## src/sv/rmeu_pkg.sv

```systemverilog
// rmeu_pkg: types, opcodes, error codes and cost constants of the register machine execute unit
// no dependencies; imported by the interfaces, rmeu_exec and the core

package rmeu_pkg;

  localparam int DATA_W = 64;
  localparam int REG_W  = 3;
  localparam int PC_W   = 11;
  localparam int TGT_W  = 10;
  localparam int OUT_PC_W = 10;
  localparam int COST_W = 63;
  localparam int PLEN_W = 11;
  localparam int OP_W   = 4;
  localparam int ERR_W  = 2;
  localparam int CST_W  = 7;

  localparam logic [PLEN_W-1:0] PLEN_RESET = 11'd1024;

  typedef enum logic [OP_W-1:0] {
    OP_HALT  = 4'd0,
    OP_GET   = 4'd1,
    OP_PUT   = 4'd2,
    OP_LOAD  = 4'd3,
    OP_STORE = 4'd4,
    OP_COPY  = 4'd5,
    OP_ADD   = 4'd6,
    OP_SUB   = 4'd7,
    OP_HALF  = 4'd8,
    OP_INC   = 4'd9,
    OP_DEC   = 4'd10,
    OP_JUMP  = 4'd11,
    OP_JZERO = 4'd12,
    OP_JODD  = 4'd13
  } op_t;

  localparam logic [ERR_W-1:0] ERR_NONE = 2'd0;
  localparam logic [ERR_W-1:0] ERR_PC   = 2'd1;
  localparam logic [ERR_W-1:0] ERR_ADDR = 2'd2;

  localparam logic [CST_W-1:0] COST_IO   = 7'd100;
  localparam logic [CST_W-1:0] COST_MEM  = 7'd50;
  localparam logic [CST_W-1:0] COST_ALU  = 7'd5;
  localparam logic [CST_W-1:0] COST_STEP = 7'd1;
  localparam logic [COST_W-1:0] COST_MAX = {COST_W{1'b1}};

  typedef struct packed {
    logic [OP_W-1:0]   opcode;
    logic [REG_W-1:0]  reg_first;
    logic [REG_W-1:0]  reg_second;
    logic [TGT_W-1:0]  jump_target;
    logic [DATA_W-1:0] get_value;
  } instr_t;

  typedef struct packed {
    logic              rf_we;
    logic [REG_W-1:0]  rf_addr;
    logic [DATA_W-1:0] rf_data;
    logic              mem_we;
    logic [PC_W-1:0]   pc_next;
    logic              put_valid;
    logic [DATA_W-1:0] put_value;
    logic              halted;
    logic [ERR_W-1:0]  err;
    logic [COST_W-1:0] cost_next;
  } exec_t;

endpackage

```

## src/sv/rmeu_exec.sv

```systemverilog
// rmeu_exec: combinational execute step for one instruction
// depends on rmeu_pkg; operands come from the core's register file and data memory reads

module rmeu_exec import rmeu_pkg::*; (
  input  instr_t            ins,
  input  logic              halted,
  input  logic [DATA_W-1:0] a,
  input  logic [DATA_W-1:0] b,
  input  logic [DATA_W-1:0] load_data,
  input  logic              addr_ok,
  input  logic [PC_W-1:0]   pc,
  input  logic [PC_W-1:0]   limit,
  input  logic [COST_W-1:0] cost,
  output exec_t             res
);

  logic [DATA_W-1:0] sum;
  logic [DATA_W-1:0] diff;
  logic [PC_W:0]     nxt;
  logic [PC_W:0]     pc_inc;
  logic [CST_W-1:0]  c;
  logic [COST_W:0]   csum;
  logic [ERR_W-1:0]  err;

  assign sum    = a + b;
  assign diff   = a - b;
  assign pc_inc = {1'b0, pc} + (PC_W+1)'(1);

  always_comb begin
    res           = '0;
    res.rf_addr   = ins.reg_first;
    res.pc_next   = pc;
    res.cost_next = cost;
    res.halted    = halted;
    nxt           = {1'b0, pc};
    c             = '0;
    err           = ERR_NONE;
    csum          = '0;
    if (!halted) begin
      case (ins.opcode)
        OP_HALT: begin
          res.halted = 1'b1;
        end
        OP_GET: begin
          res.rf_we = 1'b1; res.rf_data = ins.get_value; c = COST_IO; nxt = pc_inc;
        end
        OP_PUT: begin
          res.put_valid = 1'b1; res.put_value = a; c = COST_IO; nxt = pc_inc;
        end
        OP_LOAD: begin
          res.rf_we = addr_ok; res.rf_data = load_data;
          if (!addr_ok) err = ERR_ADDR;
          c = COST_MEM; nxt = pc_inc;
        end
        OP_STORE: begin
          res.mem_we = addr_ok;
          if (!addr_ok) err = ERR_ADDR;
          c = COST_MEM; nxt = pc_inc;
        end
        OP_COPY: begin
          res.rf_we = 1'b1; res.rf_data = b; c = COST_ALU; nxt = pc_inc;
        end
        OP_ADD: begin
          res.rf_we = 1'b1; res.rf_data = sum; c = COST_ALU; nxt = pc_inc;
        end
        OP_SUB: begin
          // clamps at zero when b is larger
          res.rf_we   = 1'b1;
          res.rf_data = ($signed(a) >= $signed(b)) ? diff : '0;
          c = COST_ALU; nxt = pc_inc;
        end
        OP_HALF: begin
          res.rf_we = 1'b1; res.rf_data = {a[DATA_W-1], a[DATA_W-1:1]};
          c = COST_STEP; nxt = pc_inc;
        end
        OP_INC: begin
          res.rf_we = 1'b1; res.rf_data = a + DATA_W'(1); c = COST_STEP; nxt = pc_inc;
        end
        OP_DEC: begin
          res.rf_we   = 1'b1;
          res.rf_data = ($signed(a) > 0) ? a - DATA_W'(1) : a;
          c = COST_STEP; nxt = pc_inc;
        end
        OP_JUMP: begin
          nxt = (PC_W+1)'(ins.jump_target); c = COST_STEP;
        end
        OP_JZERO: begin
          nxt = (a == '0) ? (PC_W+1)'(ins.jump_target) : pc_inc; c = COST_STEP;
        end
        OP_JODD: begin
          nxt = a[0] ? (PC_W+1)'(ins.jump_target) : pc_inc; c = COST_STEP;
        end
        default: begin
          nxt = {1'b0, pc};
        end
      endcase
      // saturating cost, the sum cannot pass the top bit
      csum          = {1'b0, cost} + (COST_W+1)'(c);
      res.cost_next = csum[COST_W] ? COST_MAX : csum[COST_W-1:0];
      if (nxt >= {1'b0, limit}) begin
        if (err == ERR_NONE) err = ERR_PC;
      end else begin
        res.pc_next = nxt[PC_W-1:0];
      end
    end
    res.err = err;
  end

endmodule

```

## config.mk

```make
export PLATFORM = sky130hd
export DESIGN_NAME = rmeu_exec
export DESIGN_NICKNAME = d
export VERILOG_FILES = /design/src/sv/rmeu_pkg.sv /design/src/sv/rmeu_exec.sv
export SDC_FILE = /design/constraint.sdc
export NUM_CORES = 1
export LEC_CHECK = 0
export BUFFER_PORTS_ARGS = -buffer_cell sky130_fd_sc_hd__buf_2
export CORE_AREA = 2 2 223 225
export DETAILED_ROUTE_END_ITERATION = 10
export DIE_AREA = 0 0 225 227
export GPL_ROUTABILITY_DRIVEN = 0
export SLEW_MARGIN = 25
export SYNTH_ARGS = -nofsm -noshare
export SYNTH_HDL_FRONTEND = slang
export SYNTH_SLANG_ARGS = --single-unit
```

## constraint.sdc

```tcl
create_clock -name vclk -period 7.4
set_input_delay 1.11 -clock vclk [all_inputs]
set_output_delay 1.11 -clock vclk [all_outputs]
set_load 0.02 [all_outputs]
```

==> results.txt <==
* Family of cells with the greatest summed delay on the critical path: simple AND/OR/NAND/NOR gates
- Type of destination of the critical path: output port
- Final Critical Period: 7.23 ns
* Number of slew-limit violations in the final report: 0
* DR vias: 21300
- Pin count of the biggest net entering global routing: 56
- The detail route stage leaves a number of antenna-violating nets equal to 0.
- Chip Width: 225 um
* Cell taking the most area after synthesis: ha_1
- The flow ran to the end, and the final reports show no timing, DRC or antenna violations.
- For this run, the slowest stage of the critical path takes 0.56 ns.
* Worst Hold Class: in -> out
- Power density of the placed cells: 75.6 nW/um^2
- Post-Route Setup TNS: 0 ns
* Final clock period utilization by the worst path: 97.7%
- DR iter-0 viols: 2022
- Layout clock buffers: 0
* Leakage dissipation: 8.93 nW
* Synthesized netlist net count: 2928
- By startpoint and endpoint, the worst setup path is classified as in -> out.
* Cells after synthesis: 2416
- In the routed design, unresolved DRC markers number 0.
* Post-synthesis instance area: 15200 sq um
- The number of hold buffers added after CTS was 0.
* Count of cell instances traversed by the critical path: 22
- Vias per inst: 6.01
* Final net count: 3438
- Cell repeated most along the worst path: a21o_1
- Yosys printed 0 warnings.
* Data required, critical path: 6.29 ns
- Floorplan row count: 81
- Data arrives at the worst endpoint at 6.12 ns.
- Setup crit start: a[41]
- Area share of the leading cell type in the synthesized netlist: 12.0%
- During placement, the flow inserted port buffers numbering 565.
- CP bufs+invs: 3
* Vias in the first global route: 19800
- Leftover overflow at the end of global routing: 0
* Dominant cell by count in the synthesized netlist: nand2_1
- The final layout contains a sequential cell count of 0.
* Routed wire length: 86.1 mm
- The die covers 51100 sq um.
- The number of hold-slack violations in the final timing report came to 0.
- Number of setup buffers added after CTS: 0
- Cell Chain, Critical Path: buf_2 -> or4_1 -> or3_1 -> and3b_2 -> nand2_2 -> nor4_4 -> a32oi_1 -> nor2b_1 -> a221oi_2 -> ha_1 -> nand2b_1 -> a21o_1 -> a21o_1 -> a21o_1 -> a21o_1 -> a21oi_1 -> o21ai_0 -> a21o_1 -> a311o_1 -> buf_4 -> mux2_4 -> buf_2
* Biggest area contributors in the synthesized netlist: ha_1 (12%), a21oi_1 (7.3%), xnor2_1 (6.4%), nand2_1 (6.1%), nor2_1 (5.2%)
- In the post-route analysis, the smallest setup slack over all paths is 0.169 ns.
- Hold Path Origin: ins[79]
* Peak supply drop: 0.0269 mV
* Critical Path Source Type: primary input
- Slew margin rel.: 27.8%
* Commonest cells in the synthesized netlist: nand2_1 (249), a21oi_1 (222), nor2_1 (211)
- Worst Path Max Fanout: 9
- Wire length of the first global-routing pass: 124 mm
* Number of distinct library cells after synthesis: 77
- Hpwl dp: 70.7 mm
* Achievable clock frequency: 138 MHz
- The path with the worst hold slack has its endpoint at res[209].
- Prior to clock tree synthesis, the placed netlist has a worst setup slack of -0.0222 ns.
- Chip height: 227 um
- Core area: 48500 sq um
* GRT Util Overall: 31.6%
* WL/cell: 24.2 um
* Register area share after synthesis: 0%
* Final setup vio count: 0
- Critical path's slowest cell: or4_1
* Area Growth Syn to Fin: 25.0%
* IO Pins: 574
- Max Cap Violations: 0
* Router iterations before antenna repair: 7
- Actual slew at the worst max-slew pin: 1.08 ns
- Cells with a size suffix above 1 make up 23.8% of the layout.
- The initial utilization of the core area, before any placement, comes to 31.3%.
* Antenna violations before repair: 12
- Counting instances, the worst hold path has a depth of 0.
- A synthesized cell averages 6.29 sq um.
- Sequential cell area in the final layout: 0 sq um
[metrics by stage]
stage	cells	utilization, %	area (sq um)	power, mW	hold WS, ns
global placement	3546	39.1	19000	1.40	2.22
finish	3552	39.1	19000	1.44	2.22
CTS	3546	39.1	19000	1.41	2.22
global route	3550	39.1	19000	1.55	2.22
floorplan	2416	-	15200	0.881	2.30
detailed placement	3546	39.1	19000	1.40	2.22
[area by class of cell]
class / instances / area (sq um)
Fill cell: 5472 / 29500
Multi-Input combinational cell: 2147 / 14200
Timing Repair Buffer: 646 / 3490
Tap cell: 622 / 778
Inverter: 131 / 492
Antenna cell: 6 / 15.0
[cell families (layout without fill, tap and decap cells)]
logic type               count (synthesis)  after routing  synth area share (%)
adder cells (fa/ha/maj)                149            149                  12.4
other                                    0              6                     0
AO/OA/AOI/OAI                          847            847                  37.0
buffers and inverters                  269            777                  6.87
AND/OR/NAND/NOR                        933            933                  30.6
XOR/XNOR                               197            197                  11.4
multiplexers                            21             21                  1.71
[worst max path at each step]
stage	to	slack, ns
2_1_floorplan	res[131]	0.58
3_3_place_gp	res[134]	0.03
3_5_place_dp	res[135]	-0.02
4_1_cts	res[135]	0.04
5_1_grt	res[135]	-0.002
6_report	res[135]	0.17
[where the power goes]
part	switching [mW]	internal, mW	total [mW]
Clock	0	0.000000109	0.000000109
Sequential	0	0	0
Combinational	0.896	0.541	1.44
Total	0.896	0.541	1.44
[layer usage]
layer  up-vias  GRT usage, %  wire (um)
met3       174          5.16       7670
met2      1147          53.6      39100
met4        12          15.0       4680
met5         -         0.664        111
li1      10000             -          -
met1      9972          38.9      34500
[cell usage in the layout (no fill, tap or decap), drive strengths merged, types with 86 or more instances in the layout]
| master | Yosys | layout |
|---|---|---|
| inv | 131 | 131 |
| nand2 | 250 | 250 |
| xor2 | 86 | 86 |
| a22oi | 86 | 86 |
| xnor2 | 111 | 111 |
| nor2 | 211 | 211 |
| ha | 146 | 146 |
| a21oi | 222 | 222 |
| o21ai | 127 | 127 |
| buf | 17 | 646 |
[what timing repair did]
action,in CTS,in global routing
endpoints found under the setup margin,7,11
pin swaps,0,1
gates resized for setup,1,1
(Power assumes the default switching activity.)
